<file path="src/design/rvp_pkg.sv">
// Shared constants, types and helpers of the radial vignette pixel block.
package rvp_pkg;

	// Field and register widths
	localparam int POS_W = 12;
	localparam int DIM_W = 13;
	localparam int STR_W = 7;
	localparam int CH_W = 8;
	localparam int IDX_W = 2;

	// Gain fraction bits (Q1.FRAC)
	localparam int FRAC = 16;

	// Register indexes on the write port
	localparam logic [IDX_W-1:0] REG_FRAME_WIDTH = 2'd0;
	localparam logic [IDX_W-1:0] REG_FRAME_HEIGHT = 2'd1;
	localparam logic [IDX_W-1:0] REG_STRENGTH = 2'd2;

	localparam logic [DIM_W-1:0] DIM_MAX = 13'd4096;
	localparam logic [DIM_W-1:0] RST_WIDTH = 13'd640;
	localparam logic [DIM_W-1:0] RST_HEIGHT = 13'd480;
	localparam logic [STR_W-1:0] STR_MAX = 7'd100;

	// Front end: distance squared times reciprocal of corner distance squared
	localparam int DIFF_W = DIM_W;
	localparam int D2_W = 2 * DIFF_W + 1;
	localparam int INV_W = 32;
	localparam int PROD_W = D2_W + INV_W;
	localparam int TQ_W = PROD_W - (INV_W - FRAC);
	localparam int T_W = FRAC + 3;
	localparam logic [T_W-1:0] T_MAX = {3'b100, {FRAC{1'b0}}};

	// Square root pipelines: one root bit per stage
	localparam int ROOT_W = FRAC + 2;
	localparam int RAD_W = 2 * ROOT_W;
	localparam int REM_W = ROOT_W + 2;

	// Back end: d^1.5 times strength, divided by 125
	localparam int P_W = 2 * ROOT_W - FRAC;
	localparam int PS_W = P_W + STR_W;
	localparam int RCP_SHIFT = 32;
	localparam int RCP_W = 26;
	localparam logic [RCP_W-1:0] RCP_125 = RCP_W'((64'd1 << RCP_SHIFT) / 125 + 1);
	localparam int LM_W = PS_W + RCP_W;
	localparam int LOSS_W = LM_W - RCP_SHIFT;
	localparam int GAIN_W = FRAC + 1;
	localparam logic [GAIN_W-1:0] GAIN_ONE = {1'b1, {FRAC{1'b0}}};

	// Reciprocal divider
	localparam int M2_W = 2 * DIM_W;
	localparam int REMD_W = M2_W - 1;
	localparam int QUO_W = INV_W + 1;
	localparam int DIV_STEPS = QUO_W;
	localparam int CNT_W = 6;
	localparam logic [CNT_W-1:0] CNT_LAST = CNT_W'(DIV_STEPS - 1);
	localparam logic [63:0] RST_M2 = 64'(RST_WIDTH) * 64'(RST_WIDTH)
		+ 64'(RST_HEIGHT) * 64'(RST_HEIGHT);
	localparam logic [INV_W-1:0] INV_RESET = INV_W'((64'd1 << INV_W) / RST_M2);

	// Pipeline depth
	localparam int FRONT_STAGES = 4;
	localparam int BACK_STAGES = 5;
	localparam int LATENCY = FRONT_STAGES + 2 * ROOT_W + BACK_STAGES;

	// Word carried alongside the arithmetic
	typedef struct packed {
		logic [CH_W-1:0] red;
		logic [CH_W-1:0] green;
		logic [CH_W-1:0] blue;
		logic [ROOT_W-1:0] root;
	} side_t;

	function automatic logic [DIM_W-1:0] sat_dim(input logic [DIM_W-1:0] v);
		return (v > DIM_MAX) ? DIM_MAX : v;
	endfunction

	function automatic logic [STR_W-1:0] sat_strength(input logic [STR_W-1:0] v);
		return (v > STR_MAX) ? STR_MAX : v;
	endfunction

endpackage

</file>
<file path="src/design/rvp_isqrt.sv">
// Pipelined integer square root, one root bit per stage.
module rvp_isqrt (
	input  logic                          clk,
	input  logic                          arst_n,
	input  logic                          in_valid,
	input  logic [rvp_pkg::RAD_W-1:0]     in_rad,
	input  rvp_pkg::side_t                in_side,
	output logic                          out_valid,
	output logic [rvp_pkg::ROOT_W-1:0]    out_root,
	output rvp_pkg::side_t                out_side
);

	logic vld_s [1:rvp_pkg::ROOT_W];
	logic [rvp_pkg::REM_W-1:0] rem_s [1:rvp_pkg::ROOT_W];
	logic [rvp_pkg::ROOT_W-1:0] root_s [1:rvp_pkg::ROOT_W];
	logic [rvp_pkg::RAD_W-1:0] rad_s [1:rvp_pkg::ROOT_W];
	rvp_pkg::side_t side_s [1:rvp_pkg::ROOT_W];

	for (genvar i = 0; i < rvp_pkg::ROOT_W; i++) begin : g_step
		logic vld_c;
		logic [rvp_pkg::REM_W-1:0] rem_c;
		logic [rvp_pkg::ROOT_W-1:0] root_c;
		logic [rvp_pkg::RAD_W-1:0] rad_c;
		rvp_pkg::side_t side_c;
		logic [rvp_pkg::REM_W-1:0] cand;
		logic [rvp_pkg::REM_W-1:0] trial;
		logic fits;

		if (i == 0) begin : g_head
			assign vld_c = in_valid;
			assign rem_c = '0;
			assign root_c = '0;
			assign rad_c = in_rad;
			assign side_c = in_side;
		end else begin : g_body
			assign vld_c = vld_s[i];
			assign rem_c = rem_s[i];
			assign root_c = root_s[i];
			assign rad_c = rad_s[i];
			assign side_c = side_s[i];
		end

		// bring down the next two radicand bits, try root*4+1
		assign cand = {rem_c[rvp_pkg::REM_W-3:0], rad_c[rvp_pkg::RAD_W-1:rvp_pkg::RAD_W-2]};
		assign trial = {root_c, 2'b01};
		assign fits = (cand >= trial);

		always_ff @(posedge clk or negedge arst_n) begin
			if (!arst_n) begin
				vld_s[i+1] <= 1'b0;
			end else begin
				vld_s[i+1] <= vld_c;
			end
		end

		always_ff @(posedge clk) begin
			rem_s[i+1] <= fits ? cand - trial : cand;
			root_s[i+1] <= {root_c[rvp_pkg::ROOT_W-2:0], fits};
			rad_s[i+1] <= {rad_c[rvp_pkg::RAD_W-3:0], 2'b00};
			side_s[i+1] <= side_c;
		end
	end

	assign out_valid = vld_s[rvp_pkg::ROOT_W];
	assign out_root = root_s[rvp_pkg::ROOT_W];
	assign out_side = side_s[rvp_pkg::ROOT_W];

endmodule

</file>
<file path="config.mk">
export PLATFORM = sky130hd
export DESIGN_NAME = rvp_isqrt
export DESIGN_NICKNAME = d
export VERILOG_FILES = /design/src/design/rvp_pkg.sv /design/src/design/rvp_isqrt.sv
export SDC_FILE = /design/constraint.sdc
export NUM_CORES = 1
export LEC_CHECK = 0
export ABC_CLOCK_PERIOD_IN_PS = 3290
export BUFFER_PORTS_ARGS = -buffer_cell sky130_fd_sc_hd__buf_2
export CORE_UTILIZATION = 41
export DETAILED_ROUTE_END_ITERATION = 8
export PLACE_DENSITY = 0.62
export SLEW_MARGIN = 20
export SYNTH_ARGS = -nofsm -noshare
export SYNTH_HDL_FRONTEND = slang
export SYNTH_SLANG_ARGS = --single-unit
</file>
<file path="constraint.sdc">
create_clock -name clk -period 3.29 [get_ports clk]
set_clock_uncertainty 0.1 [all_clocks]
set_input_delay 0 -clock clk [delete_from_list [all_inputs] [get_ports clk]]
set_output_delay 0 -clock clk [all_outputs]
set_load 0.01 [all_outputs]
</file>
# Word level (Yosys, flattened, before mapping)
# Memories as Yosys holds them, arrays and structs flattened.
# Index checks and enable logic that the tools add are counted.
dict set report totals {
  ff_bits 18
  mem_bits_rw 2052
  in_bits 81
  output_inout_bits 61
  mem_count 4
}
dict set report classes {
  n_addsub 18
  magnitude_cmp 18
  n_mux 18
}
# memory words word_bits rd rd_clocked_by_memory_dff wr line_no
set mem_list {}
lappend mem_list {side_s 18 42 18 0 18 rvp_isqrt.sv:17} ;# rvp_pkg::side_t side_s [1:rvp_pkg::ROOT_W];
lappend mem_list {rad_s 18 34 17 0 18 rvp_isqrt.sv:16} ;# logic [rvp_pkg::RAD_W-1:0] rad_s [1:rvp_pkg::ROOT_W];
lappend mem_list {rem_s 18 20 17 0 18 rvp_isqrt.sv:14} ;# logic [rvp_pkg::REM_W-1:0] rem_s [1:rvp_pkg::ROOT_W];
lappend mem_list {root_s 18 18 18 0 18 rvp_isqrt.sv:15} ;# logic [rvp_pkg::ROOT_W-1:0] root_s [1:rvp_pkg::ROOT_W];
# operator count
set op_table {}
lappend op_table {{2-to-1 mux 20 bit} 18}
lappend op_table {{greater-or-equal comparator 20 bit} 17}
lappend op_table {{subtractor 20 bit} 17}
lappend op_table {{subtractor 2 x 1 -> 3 bit, second input constant} 1}
lappend op_table {{greater-or-equal comparator 2 x 1 -> 1 bit, second input constant} 1}

# Longest topological paths before layout
# An unclocked memory read counts as a cell.
dict set report depth {
  word_depth 3
  mapped_depth 12
  ltp_nobuf 10
}

# Least setup slack after synthesis
# Ideal clock, no wire load.
dict set report synth_timing {
  path_kind {register -> register}
  from {memory root_s[13][11] (netlist name)}
  to {register rem_s[0][289] (netlist name)}
  arrival_ps 2490
  slack_ps 577
  path_stages_with_launch 11
  n_path_buf 2
  period_less_slack_ps 2713
  cell_sequence {dfxtp_1 inv_1 ha_1 clkbuf_1 and3_1 and3_1 o21ai_1 o211ai_1 nor3_2 buf_2 mux2_1}
}
# element line_no
set synth_rtl {}
lappend synth_rtl {{start: declaration} rvp_isqrt.sv:15}

==> results.md <==
* Setup ws final at 429 ps
* Setup violators final at 0
* IO Count at 142
* Syn nets at 3735
* Crit path DAT at roughly 3400 ps
* Worst-skew pair later-pin latency at 740 ps
* Tot GR Track Use at 0.130
* Total gr overflow at 0
* Vias in the first global route at 23800
* Core area at about 110000 um2
* Yosys top cell area share at 0.695
* Final min period at 2860 ps
* Critical path type: flip-flop to flip-flop
* Placed cell area at 46200 um2
* DR vias at between 20000 and 25000
* Slowest stage delay, CP at 470 ps
* Worst slack at placement at 206 ps
* Clk sinks at 1537
* DR iter-0 viols at 1086
* Min-delay worst type: flip-flop to flip-flop
* Post-synth top cells: dfxtp_1, inv_1, ha_1
* Final antenna diode count at 0
* Highest Clock Rate at 0.349 GHz
* CTS Root Cell: clkbuf_16
* CP required at 3790 ps
* DR pass1 iterations at 7
* Initial antenna violation count at 1
* X dimension of the die at 329 um
* Synthesized cell area at 43700 um2
* Register area share after synthesis at 0.706
* Pwr per Cell Area at 856 nW/um2
* Routed WL at 69800 um
* CTS tree: yes
* Syn avg cell area at 12.6 um2
* Slew Limit Fails at 0
* Final RePlAce weighted congestion at 0.853
* Mapped Cells at roughly 3500
* Simple-Gate Fraction of Synth Area at 0.0755
* Post-route DRC at 7
* Xor/xnor share of the synthesized area at 0.0397
* Post-synthesis mux area share at 0.0170
* Post-layout nets at 4170
* Synth warn at 0
* First-pass GRT wire length at around 110000 um
* DIE AREA at 108000 um2
* CTS Buf Count at roughly 150
* Tcrit/Tclk final at 0.870
* Startpoint types: flip-flop
* Asr flop ratio synth at 0.0117
* Yosys cell types at 83
* Clock buffer depth at 3
* Final ANT Viol Nets at 0
* Crit path cell chain: inv_1 > ha_1 > a21o_1 > or2_2 > o211ai_1 > and4_1 > inv_1 > buf_4 > mux2_2
* Leakage power at 23.8 nW
* Largest net degree at the start of global routing at 27
* Die Height at 329 um
* Port bufs at between 100 and 150
* Layout area overhead at 21.4%
* Setup_tns at 0 ps
* Yosys reg bits at about 1500
* Failing checks: design-rule violations
* Worst-path clk slew at about 60 ps
* Least-Margin Pin Slew at 874 ps
* WHS at 209 ps
* Final Hold Vio Count at 0
* Status: complete, but fails checks
* Peak VDD IR at between 0.5 and 0.6 mV
* Post-synth EDFFs at 0
* Post-synth top flop: dfxtp_1
* Cell taking the most area after synthesis: dfxtp_1
* Crit path top cell by count: inv_1
* Adder-Cell Fraction of Synth Area at 0.0544
* Unrepaired setup endpoints after global routing: false
* Initial Utilization at 0.414
* Synth area leaders: dfxtp_1, ha_1, xnor2_1
* Slew HR at 0.416
* Max Cap Viol at 0
* Row count at approximately 120
* Mean number of vias per cell at 4.47
* Share of cells above drive strength 1 at 0.125
* Worst Path Max Fanout at 10
* Compound-cell area share of the yosys netlist at 0.0823
* Final HPWL from detailed placement at 47400 um
* H-Tree Depth at 4
* Wire per inst at 12.9 um
* Slowest cell on the critical path: and4_1
* Fin area at 53100 um2
* Critical path endpoint category: flip-flop
* Largest family of logic cells by synthesized area: compound AO/OA/AOI/OAI gates
* Count leader, synth: dfxtp_1
==> cells by family after synthesis <==
group,count (synthesis)
muxes,67
AOI/OAI and AO/OA,543
and+or+nand+nor,641
DFF,1537
adders and majority gates,190
buffers and inverters,287
other,1
xor gates and xnor gates,198
==> routing by layer <==
layer,GRT usage,routed length [um],vias up
met1,0.156,31600,11000
met4,0.0633,2350,0
li1,-,-,12600
met2,0.219,33000,423
met3,0.0309,2900,155
met5,0,0,-
==> cells in the final DEF, fill, tap and decap left out, types with 16 or more instances in the layout <==
cell type and instances:
clkbuf_16 152, a21o_1 40, clkbuf_1 37, nand4_1 24, o21ai_0 113, or2_2 22, clkinv_2 27, nand2_1 132
dfxtp_1 1519, dlygate4sd3_1 161, o21a_1 48, buf_4 31, inv_1 234, nor3_1 67, o31ai_1 37, and3_1 16
o211ai_1 24, nor2b_1 20, mux2_2 48, dfrtp_1 18, a211oi_1 32, nor4_1 28, buf_2 141, nor2_1 148
a21oi_1 134, ha_1 190, clkbuf_8 27, or3_1 25, nand3_1 54, nand2b_1 34, xor2_1 86, xnor2_1 112
==> cell type report <==
class	instances	area, um2
timing repair buffer	333	2550
fill	9114	52500
clock inverter	63	937
sequential	1537	30900
multi-input combinational	1640	11800
clock buffer	216	4310
tap	1391	1740
inverter	236	886
==> final timing paths <==
| kind | from | end | slack [ps] | depth (start not counted) |
|---|---|---|---|---|
| min in group asynchronous | arst_n | out_valid | 360 | 3 |
| max in group asynchronous | arst_n | g_step[1].vld_c | 2190 | 3 |
| worst max-delay path | root_s[14][5] | rem_s[0][311] | 430 | 9 |
| worst min-delay path | side_s[0][665] | side_s[0][707] | 210 | 0 |
| worst max register to register | root_s[14][5] | rem_s[0][311] | 430 | 9 |
| worst min register to register | side_s[0][665] | side_s[0][707] | 210 | 0 |
==> what timing repair did <==
| item | 4_1_cts | 5_1_grt |
|---|---|---|
| hold endpoints to repair | 98 | 0 |
| resized for setup | 0 | 1 |
| endpoints found under the setup margin | 0 | 9 |
| buffers inserted | 0 | 0 |
| hold buffers | 161 | 0 |
==> registers in the layout, summed over array words and instances, names as in the netlist <==
name,count
rem_s,286
out_valid,1
root_s,171
rad_s,306
g_step.vld_c,17
side_s,756
==> power breakdown <==
group / leakage [nW] / internal, mW / switching (mW)
Clock: 2.55 / 10.2 / 7.08
Sequential: 13.0 / 20.8 / 1.21
Combinational: 8.26 / 2.91 / 3.15
Total: 23.8 / 34.0 / 11.4
==> through the flow <==
| step | total power, mW | utilization | cells |
|---|---|---|---|
| after CTS | 46.0 | 0.503 | 5416 |
| after global routing | 47.8 | 0.503 | 5416 |
| after detailed placement | 28.3 | 0.438 | 4976 |
| after floorplan | 26.6 | - | 3464 |
| after global placement | 28.3 | 0.438 | 4976 |
| final | 45.4 | 0.503 | 5416 |
==> critical path, delay by kind of cell (launching register included) <==
kind	cells	cell delay, ps
DFF	1	400
buffers and inverters	3	400
AOI/OAI and AO/OA	2	410
adders and majority gates	1	360
and+or+nand+nor	2	780
muxes	1	280
No activity file was read; power rests on OpenSTA's default activity.
