`src/design/rvp_pkg.sv`:
```
// Shared constants, types and helpers of the radial vignette pixel block.
package rvp_pkg;

	// Field and register widths
	localparam int POS_W = 12;
	localparam int DIM_W = 13;
	localparam int STR_W = 7;
	localparam int CH_W = 8;
	localparam int IDX_W = 2;

	// Gain fraction bits (Q1.FRAC)
	localparam int FRAC = 16;

	// Register indexes on the write port
	localparam logic [IDX_W-1:0] REG_FRAME_WIDTH = 2'd0;
	localparam logic [IDX_W-1:0] REG_FRAME_HEIGHT = 2'd1;
	localparam logic [IDX_W-1:0] REG_STRENGTH = 2'd2;

	localparam logic [DIM_W-1:0] DIM_MAX = 13'd4096;
	localparam logic [DIM_W-1:0] RST_WIDTH = 13'd640;
	localparam logic [DIM_W-1:0] RST_HEIGHT = 13'd480;
	localparam logic [STR_W-1:0] STR_MAX = 7'd100;

	// Front end: distance squared times reciprocal of corner distance squared
	localparam int DIFF_W = DIM_W;
	localparam int D2_W = 2 * DIFF_W + 1;
	localparam int INV_W = 32;
	localparam int PROD_W = D2_W + INV_W;
	localparam int TQ_W = PROD_W - (INV_W - FRAC);
	localparam int T_W = FRAC + 3;
	localparam logic [T_W-1:0] T_MAX = {3'b100, {FRAC{1'b0}}};

	// Square root pipelines: one root bit per stage
	localparam int ROOT_W = FRAC + 2;
	localparam int RAD_W = 2 * ROOT_W;
	localparam int REM_W = ROOT_W + 2;

	// Back end: d^1.5 times strength, divided by 125
	localparam int P_W = 2 * ROOT_W - FRAC;
	localparam int PS_W = P_W + STR_W;
	localparam int RCP_SHIFT = 32;
	localparam int RCP_W = 26;
	localparam logic [RCP_W-1:0] RCP_125 = RCP_W'((64'd1 << RCP_SHIFT) / 125 + 1);
	localparam int LM_W = PS_W + RCP_W;
	localparam int LOSS_W = LM_W - RCP_SHIFT;
	localparam int GAIN_W = FRAC + 1;
	localparam logic [GAIN_W-1:0] GAIN_ONE = {1'b1, {FRAC{1'b0}}};

	// Reciprocal divider
	localparam int M2_W = 2 * DIM_W;
	localparam int REMD_W = M2_W - 1;
	localparam int QUO_W = INV_W + 1;
	localparam int DIV_STEPS = QUO_W;
	localparam int CNT_W = 6;
	localparam logic [CNT_W-1:0] CNT_LAST = CNT_W'(DIV_STEPS - 1);
	localparam logic [63:0] RST_M2 = 64'(RST_WIDTH) * 64'(RST_WIDTH)
		+ 64'(RST_HEIGHT) * 64'(RST_HEIGHT);
	localparam logic [INV_W-1:0] INV_RESET = INV_W'((64'd1 << INV_W) / RST_M2);

	// Pipeline depth
	localparam int FRONT_STAGES = 4;
	localparam int BACK_STAGES = 5;
	localparam int LATENCY = FRONT_STAGES + 2 * ROOT_W + BACK_STAGES;

	// Word carried alongside the arithmetic
	typedef struct packed {
		logic [CH_W-1:0] red;
		logic [CH_W-1:0] green;
		logic [CH_W-1:0] blue;
		logic [ROOT_W-1:0] root;
	} side_t;

	function automatic logic [DIM_W-1:0] sat_dim(input logic [DIM_W-1:0] v);
		return (v > DIM_MAX) ? DIM_MAX : v;
	endfunction

	function automatic logic [STR_W-1:0] sat_strength(input logic [STR_W-1:0] v);
		return (v > STR_MAX) ? STR_MAX : v;
	endfunction

endpackage

```
`src/design/rvp_front.sv`:
```
// Front pipeline: squared distance from centre, scaled to d^2 in fixed point.
module rvp_front (
	input  logic                          clk,
	input  logic                          arst_n,
	input  logic                          in_valid,
	input  logic [rvp_pkg::POS_W-1:0]     pos_x,
	input  logic [rvp_pkg::POS_W-1:0]     pos_y,
	input  rvp_pkg::side_t                in_side,
	input  logic [rvp_pkg::DIM_W-1:0]     dim_w,
	input  logic [rvp_pkg::DIM_W-1:0]     dim_h,
	input  logic [rvp_pkg::INV_W-1:0]     inv,
	output logic                          out_valid,
	output logic [rvp_pkg::RAD_W-1:0]     out_rad,
	output rvp_pkg::side_t                out_side
);

	// distance in half pixels: |2*pos - dim|
	function automatic logic [rvp_pkg::DIFF_W-1:0] half_dist(
		input logic [rvp_pkg::POS_W-1:0] pos,
		input logic [rvp_pkg::DIM_W-1:0] dim
	);
		logic [rvp_pkg::DIM_W-1:0] a;
		a = {pos, 1'b0};
		return (a >= dim) ? a - dim : dim - a;
	endfunction

	logic vld_s1, vld_s2, vld_s3, vld_s4;
	logic [rvp_pkg::DIFF_W-1:0] dx_s1, dy_s1;
	logic [rvp_pkg::D2_W-1:0] d2_s2;
	logic [rvp_pkg::PROD_W-1:0] prod_s3;
	logic [rvp_pkg::RAD_W-1:0] rad_s4;
	rvp_pkg::side_t side_s1, side_s2, side_s3, side_s4;

	logic [2*rvp_pkg::DIFF_W-1:0] sqx, sqy;
	logic [rvp_pkg::D2_W-1:0] d2_c;
	logic [rvp_pkg::PROD_W-1:0] prod_c;
	logic [rvp_pkg::TQ_W-1:0] tq;
	logic [rvp_pkg::T_W-1:0] t_c;

	assign sqx = {{rvp_pkg::DIFF_W{1'b0}}, dx_s1} * {{rvp_pkg::DIFF_W{1'b0}}, dx_s1};
	assign sqy = {{rvp_pkg::DIFF_W{1'b0}}, dy_s1} * {{rvp_pkg::DIFF_W{1'b0}}, dy_s1};
	assign d2_c = {1'b0, sqx} + {1'b0, sqy};

	assign prod_c = {{rvp_pkg::INV_W{1'b0}}, d2_s2} * {{rvp_pkg::D2_W{1'b0}}, inv};

	// d^2 in Q.FRAC, saturated at 4
	assign tq = prod_s3[rvp_pkg::PROD_W-1:rvp_pkg::INV_W-rvp_pkg::FRAC];
	assign t_c = (tq > rvp_pkg::TQ_W'(rvp_pkg::T_MAX)) ? rvp_pkg::T_MAX
		: tq[rvp_pkg::T_W-1:0];

	always_ff @(posedge clk or negedge arst_n) begin
		if (!arst_n) begin
			vld_s1 <= 1'b0;
			vld_s2 <= 1'b0;
			vld_s3 <= 1'b0;
			vld_s4 <= 1'b0;
		end else begin
			vld_s1 <= in_valid;
			vld_s2 <= vld_s1;
			vld_s3 <= vld_s2;
			vld_s4 <= vld_s3;
		end
	end

	always_ff @(posedge clk) begin
		dx_s1 <= half_dist(pos_x, dim_w);
		dy_s1 <= half_dist(pos_y, dim_h);
		side_s1 <= in_side;
		d2_s2 <= d2_c;
		side_s2 <= side_s1;
		prod_s3 <= prod_c;
		side_s3 <= side_s2;
		rad_s4 <= rvp_pkg::RAD_W'({t_c, {rvp_pkg::FRAC{1'b0}}});
		side_s4 <= side_s3;
	end

	assign out_valid = vld_s4;
	assign out_rad = rad_s4;
	assign out_side = side_s4;

endmodule

```
`config.mk`:
```
export PLATFORM = sky130hd
export DESIGN_NAME = rvp_front
export DESIGN_NICKNAME = d
export VERILOG_FILES = /design/src/design/rvp_pkg.sv /design/src/design/rvp_front.sv
export SDC_FILE = /design/constraint.sdc
export NUM_CORES = 2
export LEC_CHECK = 0
export ABC_AREA = 1
export BUFFER_PORTS_ARGS = -buffer_cell sky130_fd_sc_hd__buf_2
export CAP_MARGIN = 20
export CORE_UTILIZATION = 65
export CTS_CLUSTER_SIZE = 8
export DETAILED_ROUTE_END_ITERATION = 10
export GPL_ROUTABILITY_DRIVEN = 0
export GPL_TIMING_DRIVEN = 0
export MAX_ROUTING_LAYER = met4
export PLACE_DENSITY = 0.85
export SLEW_MARGIN = 0
export SYNTH_ARGS = -nofsm -noshare
export SYNTH_HDL_FRONTEND = slang
export SYNTH_SLANG_ARGS = --single-unit
```
`constraint.sdc`:
```
create_clock -name clk -period 15.4 [get_ports clk]
set_input_delay 2.31 -clock clk [delete_from_list [all_inputs] [get_ports clk]]
set_output_delay 2.31 -clock clk [all_outputs]
set_load 0.01 [all_outputs]
```
After elaboration in Yosys (flattened, before gate mapping)
Cells that the tools add are included.

word-level totals
  flip-flop bits (word level) = 303
  input bits = 127
  output and inout port bits = 79
  word-level logic and storage cells = 38

operators by class
  add/sub/neg operators = 5
  $mul = 3
  order comparisons = 3
  multiplexer cells = 2

operator list
  kind                  count
  $mul 27x32->59        1
  $mul 13x13->26        2
  $sub 13x13->13        4
  $gt 43x19->1 const B  1
  $add 26x26->27        1
  $ge 13x13->1          2
  $mux 13               2

Depth between registers and ports, before layout
  word-level depth = 2
  gate-level depth with buffers = 30
  gate-level depth less buffers = 28

Least setup slack after synthesis
No wires, ideal clock.

  path kind = input to register
  start point = in inv[19] in the netlist's numbering
  end point = reg prod_s3[45] in the netlist's numbering
  setup time = 112 ps
  arrival = 7858 ps
  required time = 15288 ps
  slack = 7429 ps
  stages = 27
  path buffers = 2
  cell sequence = clkbuf_1 buf_1 nand2_1 fa_1 inv_1 fa_1 inv_1 fa_1 fa_1 inv_1 fa_1 fa_1 inv_1 fa_1 inv_1 ha_1 nand2_1 nor2_1 inv_1 nor2_1 inv_1 nor3_1 nand2_1 nand2_1 nand2_1 nand3_1 nand2_1

between the ends
  cells in the longest elaborated chain, start to end = 1

RTL lines
  what                  RTL line         RTL
  start, declared       rvp_front.sv:11  input logic [rvp_pkg::INV_W-1:0] inv,
  $mul 27x32->59        rvp_front.sv:44  assign prod_c = {{rvp_pkg::INV_W{1'b0}}, d2_s2} * {{rvp_pkg::D2_W{1'b0}}, inv};
  net prod_c (one bit)  rvp_front.sv:36  logic [rvp_pkg::PROD_W-1:0] prod_c;
  end signal, assigned  rvp_front.sv:71  prod_s3 <= prod_c;
  end, declared         rvp_front.sv:30  logic [rvp_pkg::PROD_W-1:0] prod_s3;

The timed path passes the listed nets, and every way through them passes these cells.
A chain may end at the register's enable or synchronous reset.

Worst setup path in the final report
  start point = in inv[14] in the netlist's numbering
  end point = reg prod_s3[55] in the netlist's numbering

Same word-level chain as after synthesis.

==> impl_metrics.ini <==
[yosys]
ys_ff_latch = 287
synth_edf_count = 0
syn_inst = 5842
netlist_top_cells_area = fa_1, inv_1, dfxtp_1, nand2_1, ha_1
synth_flop_cell = dfxtp_1
synth_top_area_share_pct = 42.13
yosysWarningCount = 0
ys_types = 46
netlist_area_um2 = 47470
synth_area_per_cell_um2 = 8.126
async_flop_share_pct = 1.394
synth.largest_area_cell = fa_1
seq_area_frac_synth_pct = 12.14

[worst_setup_path]
cp_slowest_cell = clkbuf_1
worstSetupEndpointType = flop
cp_cell_sequence = clkbuf_1 -> clkbuf_1 -> nand2_1 -> fa_1 -> inv_1 -> fa_1 -> inv_1 -> fa_1 -> inv_1 -> fa_1 -> fa_1 -> fa_1 -> inv_1 -> fa_1 -> inv_1 -> ha_1 -> a21oi_1 -> o21ai_0 -> a21oi_1 -> nand3_1 -> nand2_1 -> nand3_1 -> nand2_1 -> nand2_1
start_kind = primary input
critical_path_class = primary input to flop
cp.required_ns = 15.85
arrival_ns = 9.92
cp_slowest_stage_delay_ns = 0.84
cp_top_family = adder cells
crit_buf_inv = 7
crit_fanout = 11
crit_path_frequent_cell = fa_1

[cts]
cts_buffer_depth = 3
cts_max_level = 2
insertion_delay_ns = 0.59
clkSinkCount = 287
cts.repair.resized = 0
hold_buffers = 0
cts_tree = built
postCtsSetupBuffers = 0
cts_buffers = 43
path_clk_slew_ns = 0.05
cts_root_buf = clkbuf_16

[cells_and_area]
fin_nets = 7549
final_util_pct = 70.79
mostFrequentLayoutCell = inv_1
final_cells = 7052
syn_to_final_growth_pct = 7.137
layout_common_cells = inv_1, nand2_1, fa_1, ha_1, dfxtp_1
stdcell_area_um2 = 50860
nFillCells = 5396
final_layout_size_suffix_gt1_share_pct = 4.525

[place]
dp_cells = 6965
dpl-instance-area_um2 = 49510
numPortBuffers = 156
dp_hpwl_um = 117500

[grt]
antenna_found_initial = 20
overflow = 0
grt_max_degree = 13
grt_pass1_wl_um = 226400
grt_pass1_vias = 42610
grt.total_usage_pct = 42.27

[sta]
rsz0062_at_grt = no
finalSetupViolCount = 0
fmax_mhz = 105.5
timing.setup.tns_ns = 0
layout_min_cycle_time_ns = 9.479
worstMarginPinSlew_ns = 1.463
slew_viol_final = 0
hold_viol_final = 0
skew_ns = 0.04271
finalCritPeriodShare_pct = 61.55
slew_headroom_pct = 2.440

[floorplan]
fp.dieH_um = 272.3
initial_core_util_pct = 66.07
coreArea_um2 = 71850
rows = 98
io-pin-count = 206
die_x_um = 272.3
dieArea_um2 = 74120

[drt]
drt-vias-per-instance = 5.706
drtPass1Iterations = 10
wl_per_cell_um = 20.79
postRouteAntennaNets = 0
vias = 40240
drtIter0Drc = 4686
routed_wl_um = 146600
drc_errors = 0

[min_path]
hp-class = flop to flop

[flow_run]
drv_cap = 0

[run_status]
status = complete, no violations
kinds of logic (layout without fill, tap and decap cells):
family	after synthesis	in the layout	synth area share, %
xor+xnor	96	96	1.771
flops	287	287	12.14
buf+inv	2037	2255	16.36
compound gates	288	288	3.513
simple gates	1777	1777	14.67
fa+ha+maj	1356	1356	51.54
other cells	1	43	0.007899
worst reg2reg max path, cell delays in order, from the launching register on:
cell,delay (ns)
dfxtp_1,1.05
clkbuf_1,0.87
nand2_1,0.13
inv_1,0.12
fa_1,0.44
fa_1,0.47
fa_1,0.67
fa_1,0.48
fa_1,0.48
fa_1,0.50
inv_1,0.05
fa_1,0.68
inv_1,0.09
ha_1,0.44
nand2_1,0.14
nor2_1,0.14
inv_1,0.09
nor2_1,0.30
nand2_1,0.11
inv_1,0.13
nand3_1,0.21
nand3_1,0.15
nand2_1,0.05
layer usage:
metal  share of wire, %  routed length (um)  GRT usage, %
met5                  0                   0             -
met1                 30               44490         43.33
met2                 44               64780         63.37
met4                 11               16050         34.58
met3                 15               21260         17.51
layout make-up:
cell class,instances,area (um2),share of cell area (%)
multi-input combinational,3535,34010,66.86
inverter,1792,6726,13.22
sequential,287,5766,11.34
tap,950,1189,2.337
clock buffer,49,1099,2.160
buffer,245,1040,2.044
timing repair buffer,162,895.9,1.761
clock inverter,7,78.83,0.1550
antenna,25,62.56,0.1230
sequential cells by signal, indices dropped and copies added, names as in the netlist:
signal and count:
out_rad 19, side_s2 42, prod_s3 43, vld_s1 1, side_s3 42, vld_s2 1, vld_s3 1, out_valid 1
out_side 42, dx_s1 13, dy_s1 13, side_s1 42, d2_s2 27
final timing paths:
path                        startpoint          end  slack (ns)  cells after the start
max in group asynchronous       arst_n       vld_s1       13.71                      1
hold / removal             side_s2[31]  side_s3[31]        0.31                      0
setup / recovery               inv[14]  prod_s3[55]        5.92                     24
setup reg to reg             d2_s2[25]  prod_s3[54]        7.49                     22
min in group asynchronous       arst_n       vld_s2        1.55                      1
hold reg to reg            side_s2[31]  side_s3[31]        0.31                      0
stage by stage:
stage | setup slack, ns | hold slack [ns]
after floorplan | 7.429 | 0.3096
after global placement | 5.919 | 0.3096
after detailed placement | 5.869 | 0.3121
after CTS | 6.446 | 0.3003
after global routing | 5.873 | 0.3034
final | 5.921 | 0.3079
cell usage after synthesis, types with 3 or more instances:
library cell and instances:
nor4_1 10, a21boi_0 5, dfrtp_1 4, nor3_1 18
buf_1 5, a21o_1 9, xnor2_1 18, a21boi_2 8
a21oi_1 135, clkbuf_1 202, inv_1 1787, nand2_1 1439
nand3b_1 3, o21ai_1 11, nand4_1 19, a21boi_1 5
nand3_1 87, and2_1 3, xor2_1 78, o2111ai_1 4
buf_2 12, nor2_1 180, fa_1 999, dfxtp_1 283
o21a_1 7, buf_4 19, ha_1 357, or2_1 7
clkbuf_2 3, o21bai_1 23, buf_6 4, a211oi_1 7
or2_2 3, o21ai_0 67, inv_2 5
Power is left out: the tool's default activity adds up to more than one toggle a clock period on the data nets, which glitch-free logic cannot reach.
