[src/design/rvp_pkg.sv]
// Shared constants, types and helpers of the radial vignette pixel block.
package rvp_pkg;

	// Field and register widths
	localparam int POS_W = 12;
	localparam int DIM_W = 13;
	localparam int STR_W = 7;
	localparam int CH_W = 8;
	localparam int IDX_W = 2;

	// Gain fraction bits (Q1.FRAC)
	localparam int FRAC = 16;

	// Register indexes on the write port
	localparam logic [IDX_W-1:0] REG_FRAME_WIDTH = 2'd0;
	localparam logic [IDX_W-1:0] REG_FRAME_HEIGHT = 2'd1;
	localparam logic [IDX_W-1:0] REG_STRENGTH = 2'd2;

	localparam logic [DIM_W-1:0] DIM_MAX = 13'd4096;
	localparam logic [DIM_W-1:0] RST_WIDTH = 13'd640;
	localparam logic [DIM_W-1:0] RST_HEIGHT = 13'd480;
	localparam logic [STR_W-1:0] STR_MAX = 7'd100;

	// Front end: distance squared times reciprocal of corner distance squared
	localparam int DIFF_W = DIM_W;
	localparam int D2_W = 2 * DIFF_W + 1;
	localparam int INV_W = 32;
	localparam int PROD_W = D2_W + INV_W;
	localparam int TQ_W = PROD_W - (INV_W - FRAC);
	localparam int T_W = FRAC + 3;
	localparam logic [T_W-1:0] T_MAX = {3'b100, {FRAC{1'b0}}};

	// Square root pipelines: one root bit per stage
	localparam int ROOT_W = FRAC + 2;
	localparam int RAD_W = 2 * ROOT_W;
	localparam int REM_W = ROOT_W + 2;

	// Back end: d^1.5 times strength, divided by 125
	localparam int P_W = 2 * ROOT_W - FRAC;
	localparam int PS_W = P_W + STR_W;
	localparam int RCP_SHIFT = 32;
	localparam int RCP_W = 26;
	localparam logic [RCP_W-1:0] RCP_125 = RCP_W'((64'd1 << RCP_SHIFT) / 125 + 1);
	localparam int LM_W = PS_W + RCP_W;
	localparam int LOSS_W = LM_W - RCP_SHIFT;
	localparam int GAIN_W = FRAC + 1;
	localparam logic [GAIN_W-1:0] GAIN_ONE = {1'b1, {FRAC{1'b0}}};

	// Reciprocal divider
	localparam int M2_W = 2 * DIM_W;
	localparam int REMD_W = M2_W - 1;
	localparam int QUO_W = INV_W + 1;
	localparam int DIV_STEPS = QUO_W;
	localparam int CNT_W = 6;
	localparam logic [CNT_W-1:0] CNT_LAST = CNT_W'(DIV_STEPS - 1);
	localparam logic [63:0] RST_M2 = 64'(RST_WIDTH) * 64'(RST_WIDTH)
		+ 64'(RST_HEIGHT) * 64'(RST_HEIGHT);
	localparam logic [INV_W-1:0] INV_RESET = INV_W'((64'd1 << INV_W) / RST_M2);

	// Pipeline depth
	localparam int FRONT_STAGES = 4;
	localparam int BACK_STAGES = 5;
	localparam int LATENCY = FRONT_STAGES + 2 * ROOT_W + BACK_STAGES;

	// Word carried alongside the arithmetic
	typedef struct packed {
		logic [CH_W-1:0] red;
		logic [CH_W-1:0] green;
		logic [CH_W-1:0] blue;
		logic [ROOT_W-1:0] root;
	} side_t;

	function automatic logic [DIM_W-1:0] sat_dim(input logic [DIM_W-1:0] v);
		return (v > DIM_MAX) ? DIM_MAX : v;
	endfunction

	function automatic logic [STR_W-1:0] sat_strength(input logic [STR_W-1:0] v);
		return (v > STR_MAX) ? STR_MAX : v;
	endfunction

endpackage

[src/design/rvp_back.sv]
// Back pipeline: d^1.5, loss from strength, gain and channel scaling.
module rvp_back (
	input  logic                          clk,
	input  logic                          arst_n,
	input  logic                          in_valid,
	input  logic [rvp_pkg::ROOT_W-1:0]    in_root,
	input  rvp_pkg::side_t                in_side,
	input  logic [rvp_pkg::STR_W-1:0]     strength,
	output logic                          out_valid,
	output logic [rvp_pkg::CH_W-1:0]      red,
	output logic [rvp_pkg::CH_W-1:0]      green,
	output logic [rvp_pkg::CH_W-1:0]      blue
);

	function automatic logic [rvp_pkg::CH_W-1:0] scale(
		input logic [rvp_pkg::CH_W-1:0] v,
		input logic [rvp_pkg::GAIN_W-1:0] g
	);
		logic [rvp_pkg::CH_W+rvp_pkg::GAIN_W-1:0] prd;
		prd = {{rvp_pkg::GAIN_W{1'b0}}, v} * {{rvp_pkg::CH_W{1'b0}}, g};
		return prd[rvp_pkg::FRAC+rvp_pkg::CH_W-1:rvp_pkg::FRAC];
	endfunction

	logic vld_s1, vld_s2, vld_s3, vld_s4, vld_s5;
	logic [rvp_pkg::P_W-1:0] p_s1;
	logic [rvp_pkg::PS_W-1:0] ps_s2;
	logic [rvp_pkg::LM_W-1:0] lm_s3;
	logic [rvp_pkg::GAIN_W-1:0] gain_s4;
	rvp_pkg::side_t side_s1, side_s2, side_s3, side_s4;
	logic [rvp_pkg::CH_W-1:0] red_s5, green_s5, blue_s5;

	logic [2*rvp_pkg::ROOT_W-1:0] pp_c;
	logic [rvp_pkg::PS_W-1:0] ps_c;
	logic [rvp_pkg::LM_W-1:0] lm_c;
	logic [rvp_pkg::LOSS_W-1:0] loss;
	logic [rvp_pkg::GAIN_W-1:0] gain_c;

	// d * sqrt(d), both Q.FRAC
	assign pp_c = {{rvp_pkg::ROOT_W{1'b0}}, in_side.root}
		* {{rvp_pkg::ROOT_W{1'b0}}, in_root};
	assign ps_c = {{rvp_pkg::STR_W{1'b0}}, p_s1} * {{rvp_pkg::P_W{1'b0}}, strength};
	// p*S*4/500 = p*S/125, exact reciprocal over the reachable range
	assign lm_c = {{rvp_pkg::RCP_W{1'b0}}, ps_s2} * {{rvp_pkg::PS_W{1'b0}}, rvp_pkg::RCP_125};
	assign loss = lm_s3[rvp_pkg::LM_W-1:rvp_pkg::RCP_SHIFT];
	assign gain_c = (loss >= rvp_pkg::LOSS_W'(rvp_pkg::GAIN_ONE)) ? '0
		: rvp_pkg::GAIN_ONE - loss[rvp_pkg::GAIN_W-1:0];

	always_ff @(posedge clk or negedge arst_n) begin
		if (!arst_n) begin
			vld_s1 <= 1'b0;
			vld_s2 <= 1'b0;
			vld_s3 <= 1'b0;
			vld_s4 <= 1'b0;
			vld_s5 <= 1'b0;
		end else begin
			vld_s1 <= in_valid;
			vld_s2 <= vld_s1;
			vld_s3 <= vld_s2;
			vld_s4 <= vld_s3;
			vld_s5 <= vld_s4;
		end
	end

	always_ff @(posedge clk) begin
		p_s1 <= pp_c[2*rvp_pkg::ROOT_W-1:rvp_pkg::FRAC];
		side_s1 <= in_side;
		ps_s2 <= ps_c;
		side_s2 <= side_s1;
		lm_s3 <= lm_c;
		side_s3 <= side_s2;
		gain_s4 <= gain_c;
		side_s4 <= side_s3;
		red_s5 <= scale(side_s4.red, gain_s4);
		green_s5 <= scale(side_s4.green, gain_s4);
		blue_s5 <= scale(side_s4.blue, gain_s4);
	end

	assign out_valid = vld_s5;
	assign red = red_s5;
	assign green = green_s5;
	assign blue = blue_s5;

endmodule

[config.mk]
export PLATFORM = sky130hd
export DESIGN_NAME = rvp_back
export DESIGN_NICKNAME = d
export VERILOG_FILES = /design/src/design/rvp_pkg.sv /design/src/design/rvp_back.sv
export SDC_FILE = /design/constraint.sdc
export NUM_CORES = 2
export LEC_CHECK = 0
export BUFFER_PORTS_ARGS = -buffer_cell sky130_fd_sc_hd__buf_2
export CAP_MARGIN = 20
export CORE_ASPECT_RATIO = 1.4
export CORE_UTILIZATION = 50
export DETAILED_ROUTE_END_ITERATION = 16
export HOLD_SLACK_MARGIN = 0.06
export PLACE_DENSITY_LB_ADDON = 0.1
export REMOVE_ABC_BUFFERS = 1
export SLEW_MARGIN = 20
export SYNTH_ARGS = -nofsm -noshare
export SYNTH_HDL_FRONTEND = slang
export SYNTH_SLANG_ARGS = --single-unit
[constraint.sdc]
create_clock -name clk -period 13.3 [get_ports clk]
set_input_delay 1.33 -clock clk [delete_from_list [all_inputs] [get_ports clk]]
set_output_delay 1.33 -clock clk [all_outputs]
set_load 0.005 [all_outputs]
After elaboration in Yosys (flattened, before gate mapping)
Index checks and enable logic that the tools add are counted.
- reductions and logical operators: 0
- muxes and demuxes: 0
- bitwise operators: 0
- divide/modulo/power cells: 0
- shift-type cells: 0
- equal/unequal tests: 0
- magnitude comparators: 1
- $mul: 6
- add/sub/neg operators: 1
- operator list (cell ; count):
    $mul A8 B17 Y24 ; 3
    $mul A27 B26 Y53 const B ; 1
    $mul A18 B18 Y36 ; 1
    $mul A20 B7 Y27 ; 1
    $ge A21 B17 Y1 const B ; 1
    $sub A17 B17 Y17 const A ; 1
- input bits: 70
- RAM bits: 0
- output and inout port bits: 25
- flip-flop bits (word level): 242
- ROM bits: 0
- word-level logic and storage cells: 32
- bits in latches: 0
- memories kept: 0

Depth between registers and ports, before layout
- depth after elaboration: 1
- gate-level depth with buffers: 24
- depth with buffers taken out: 24

Least setup slack after synthesis
OpenSTA, ideal clock, no wires.
- path type: input to register
- start: input in_side[9] (netlist bit)
- end: register p_s1[10] (netlist bit)
- setup time: 0.116 ns
- path slack: 6.241 ns
- stages on the path: 22
- data required time: 13.184 ns
- arrival time: 6.943 ns
- path buffers: 2
- path through: clkbuf_1 clkbuf_1 nand2_1 fa_1 fa_1 fa_1 inv_1 ha_1 fa_1 inv_1 fa_1 inv_1 ha_1 a211o_1 a2111oi_0 o21ai_0 nand3_1 a31oi_1 nand2b_1 a21o_1 a211o_1 o211a_1
- cells in the longest elaborated chain, start to end: 1
- ends and longest elaborated chain (what ; RTL line ; source):
    from (decl) ; rvp_back.sv:7 ; input rvp_pkg::side_t in_side,
    $mul A18 B18 Y36 ; rvp_back.sv:40 ; * {{rvp_pkg::ROOT_W{1'b0}}, in_root};
    via pp_c, one bit ; rvp_back.sv:32 ; logic [2*rvp_pkg::ROOT_W-1:0] pp_c;
    to (signal assigned) ; rvp_back.sv:65 ; p_s1 <= pp_c[2*rvp_pkg::ROOT_W-1:rvp_pkg::FRAC];
    to (decl) ; rvp_back.sv:25 ; logic [rvp_pkg::P_W-1:0] p_s1;
The timed path passes the listed nets, and every way through them passes these cells.
A chain may end at the register's enable or synchronous reset.

Final worst setup path
- start: register ps_s2[7] (netlist bit)
- end: register lm_s3[51] (netlist bit)
- cells in the longest elaborated chain, start to end: 1
- ends and longest elaborated chain (what ; RTL line ; source):
    from (decl) ; rvp_back.sv:26 ; logic [rvp_pkg::PS_W-1:0] ps_s2;
    from (signal assigned) ; rvp_back.sv:67 ; ps_s2 <= ps_c;
    $mul A27 B26 Y53 ; rvp_back.sv:43 ; assign lm_c = {{rvp_pkg::RCP_W{1'b0}}, ps_s2} * {{rvp_pkg::PS_W{1'b0}}, rvp_pkg::RCP_125};
    via lm_c, one bit ; rvp_back.sv:34 ; logic [rvp_pkg::LM_W-1:0] lm_c;
    to (signal assigned) ; rvp_back.sv:69 ; lm_s3 <= lm_c;
    to (decl) ; rvp_back.sv:27 ; logic [rvp_pkg::LM_W-1:0] lm_s3;
The timed path passes the listed nets, and every way through them passes these cells.

==> metrics.md <==
| Metric | Value |
|---|---|
| Status | finished clean |
| Post-synth EDFFs | 0 |
| Class of the worst hold path | reg2reg |
| Rel. slew slack | 46.5% |
| Critical path class | reg2reg |
| Largest family of logic cells by synthesized area | adder cells |
| Ranking of synthesized cells by area | fa_1 (42%), ha_1 (17%), dfxtp_1 (10%) |
| Area of the multi-input gates | 31300 sq um |
| Cts bufs inserted | 22 |
| Unrepaired setup endpoints after global routing | false |
| MaxCap Viol Count | 0 |
| Root Buffer | clkbuf_16 |
| PortBufs | 94 |
| Final number of setup-violating endpoints | 0 |
| Initial antenna violation count | 3 |
| Final hold viol count | 0 |
| WHS Path Cells | 0 |
| Core area | 79100 sq um |
| Clock Latency Late Sink | 560 ps |
| Sink Count | 210 |
| Worst Setup SP | ps_s2[7] |
| DRC | 0 |
| Gr ovfl total | 0 |
| Worst clock skew | 25.5 ps |
| Synth Area in Compound Gates | 3.98% |
| Dpl hpwl | 75400 microns |
| Final net count | 5658 |
| Most frequent cells in the layout | inv_1 (1029), fa_1 (832), ha_1 (557) |
| N_diodes | 0 |
| Synth Instances | 4188 |
| Fillers | 7534 |
| Final Max Slew Viols | 0 |
| Share of cells above drive strength 1 | 3.96% |
| Vias per std cell | 5.04 |
| Final wirelength | 89500 microns |
| Setup tns final | 0 ps |
| Worst slew pin tran | 801 ps |
| Iteration-0 DRC Markers | 841 |
| CTS tree | yes |
| Cells on worst reg2reg path | 22 |
| IO Pins | 95 |
| Number of global-route vias before repair | 29600 |
| CTS Hold Bufs | 0 |
| Drt wl/cell | 17.0 microns |
| Most used DFF post-synth | dfxtp_1 |
| Worst-path maximum fanout | 10 |
| Crit-path max cell delay | 730 ps |
| Arrival time at the worst endpoint | 7650 ps |
| Most common cell after layout, fill and taps aside | inv_1 |
| First-pass GRT wire length | 150000 microns |
| Layout overhead on the synthesized area | 5.62% |
| Synth warn | 0 |
| FMAX | 139 MHz |
| Mux cell area share after synthesis | 0.0251% |
| Clock Path Buffers | 3 |
| Syn Area/Cell | 9.53 sq um |
| Post-CTS sizing | 0 |
| RR Startpoint | ps_s2[7] |
| Synth Area in Simple Gates | 13.3% |
| Sequential cell area fraction in the yosys report | 10.6% |
| Post-CTS Setup Bufs | 0 |
| Total GRT Usage | 23.6% |
| Core Rows | 122 |
| Unique cell type count in the Yosys netlist | 62 |
| Die width | 241 microns |
| Pre-Repair DR Iteration Count | 5 |
| CTS H-tree lvls | 1 |
| HP Start | side_s2[23] |
| Crit. End Element | flop |
| Hold_ws | 322 ps |
| Final Cycle Share | 53.9% |
| Seq. cell area | 4230 sq um |
| WP data required | 13780 ps |
| FFs w/ async S/R, synth | 2.38% |
| CP Cell Sequence | ha_1, ha_1, fa_1, inv_1, fa_1, inv_1, fa_1, fa_1, inv_1, fa_1, inv_1, ha_1, a21oi_1, o21bai_1, nor4_1, a311oi_1, a211oi_1, a21oi_1, a21oi_2, o211ai_2, a311oi_1, a2bb2oi_1 |
| Post-Synth Adder-Cell Area | 59.2% |
| Initial Util | 50.5% |
| Yosys reg bits | 210 |
| Mapped Area | 39900 sq um |
| Synth area leader | fa_1 |
| Most common cell on crit path | fa_1 |
| Synth Area in XOR/XNOR | 2.04% |
| Worst-path clk slew | 70 ps |
| RePlAce Congestion | 0.880 |
| Slowest cell on crit path | dfxtp_1 |
| Crit start category | flop |
| Min cycle time layout | 7170 ps |
| Detail Route Antenna Nets | 0 |
| Vias | 26500 |
| Die Ht | 336 microns |
| Top cell type's share of synthesized area | 41.7% |
| Total die area | 81000 sq um |
| Largest net degree at the start of global routing | 25 |
layer usage:
layer  wire length (microns)  global-route usage, %  vias to the layer above  part of all wire [%]
met4                    2450                   6.71                        6                   2.7
met3                    1860                   1.37                      133                   2.1
li1                        -                      -                    12500                     -
met2                   50800                   47.2                      339                    57
met5                      43                      0                        -                 0.048
met1                   34400                   26.2                    13500                    38
layout make-up:
cell class	instances	area share [%]
multi-input combinational	2820	74.3
clock inverter	14	0.439
sequential	210	10.0
clock buffer	26	1.39
inverter	1029	9.17
tap	1054	3.13
timing repair buffer	116	1.51
worst max-delay path: cells and delay by family (launching register included):
family,cells,cell delay (ps)
AOI/OAI and AO/OA,9,2260
adders and majority gates,8,3290
DFF,1,730
buffers and inverters,4,190
and+or+nand+nor,1,630
cells in the mapped netlist, types with 3 or more instances:
library cell and number:
inv_1 1029, fa_1 832, ha_1 557, nand2_1 555
and2_1 353, dfxtp_1 205, clkbuf_1 128, a21oi_1 72
nor2_1 72, xnor2_1 60, nor3_1 33, xor2_1 33
o21ai_0 32, a21o_1 31, nand3_1 19, o21a_1 19
nor2b_1 13, nand4_1 12, a31oi_1 10, and3_1 10
o21bai_1 10, a211oi_1 8, nand2b_1 7, nor4_1 7
o31ai_1 6, dfrtp_1 5, o211ai_1 5, or3_1 5
a2111oi_0 4, a21boi_0 4, a311oi_1 4, and4_1 4
o31a_1 3
sequential cells by signal, summed over array words and instances, names as in the netlist:
signal     cells
vld_s2         1
blue           8
p_s1          20
out_valid      1
side_s2       24
side_s1       24
green          8
vld_s1         1
gain_s4       17
lm_s3         21
vld_s4         1
ps_s2         27
vld_s3         1
side_s3       24
side_s4       24
red            8
stage by stage:
step | util (%) | worst slack, ps | instances | area, sq um
floorplan | - | 6670 | 4059 | 39400
CTS | 53.3 | 6070 | 5269 | 42100
finish | 53.3 | 6130 | 5269 | 42100
global placement | 52.3 | 5530 | 5229 | 41400
global route | 53.3 | 5550 | 5269 | 42100
detailed placement | 52.3 | 5500 | 5229 | 41400
path summary, 6_finish.rpt:
path	end	slack, ps
min in group asynchronous	vld_s3	580
hold / removal	side_s3[23]	320
max in group asynchronous	vld_s2	12600
setup reg to reg	lm_s3[51]	6130
hold reg to reg	side_s3[23]	320
setup / recovery	lm_s3[51]	6130
cells by family (layout without fill, tap and decap cells):
group / Yosys count / in the layout
xor gates and xnor gates: 93 / 93
and+or+nand+nor: 1102 / 1102
adders and majority gates: 1389 / 1389
buffers and inverters: 1158 / 1185
muxes: 1 / 1
DFF: 210 / 210
AOI/OAI and AO/OA: 235 / 235
Power is not shown: default switching activity piles up to over one toggle a cycle in this logic, so the estimate is an artifact.
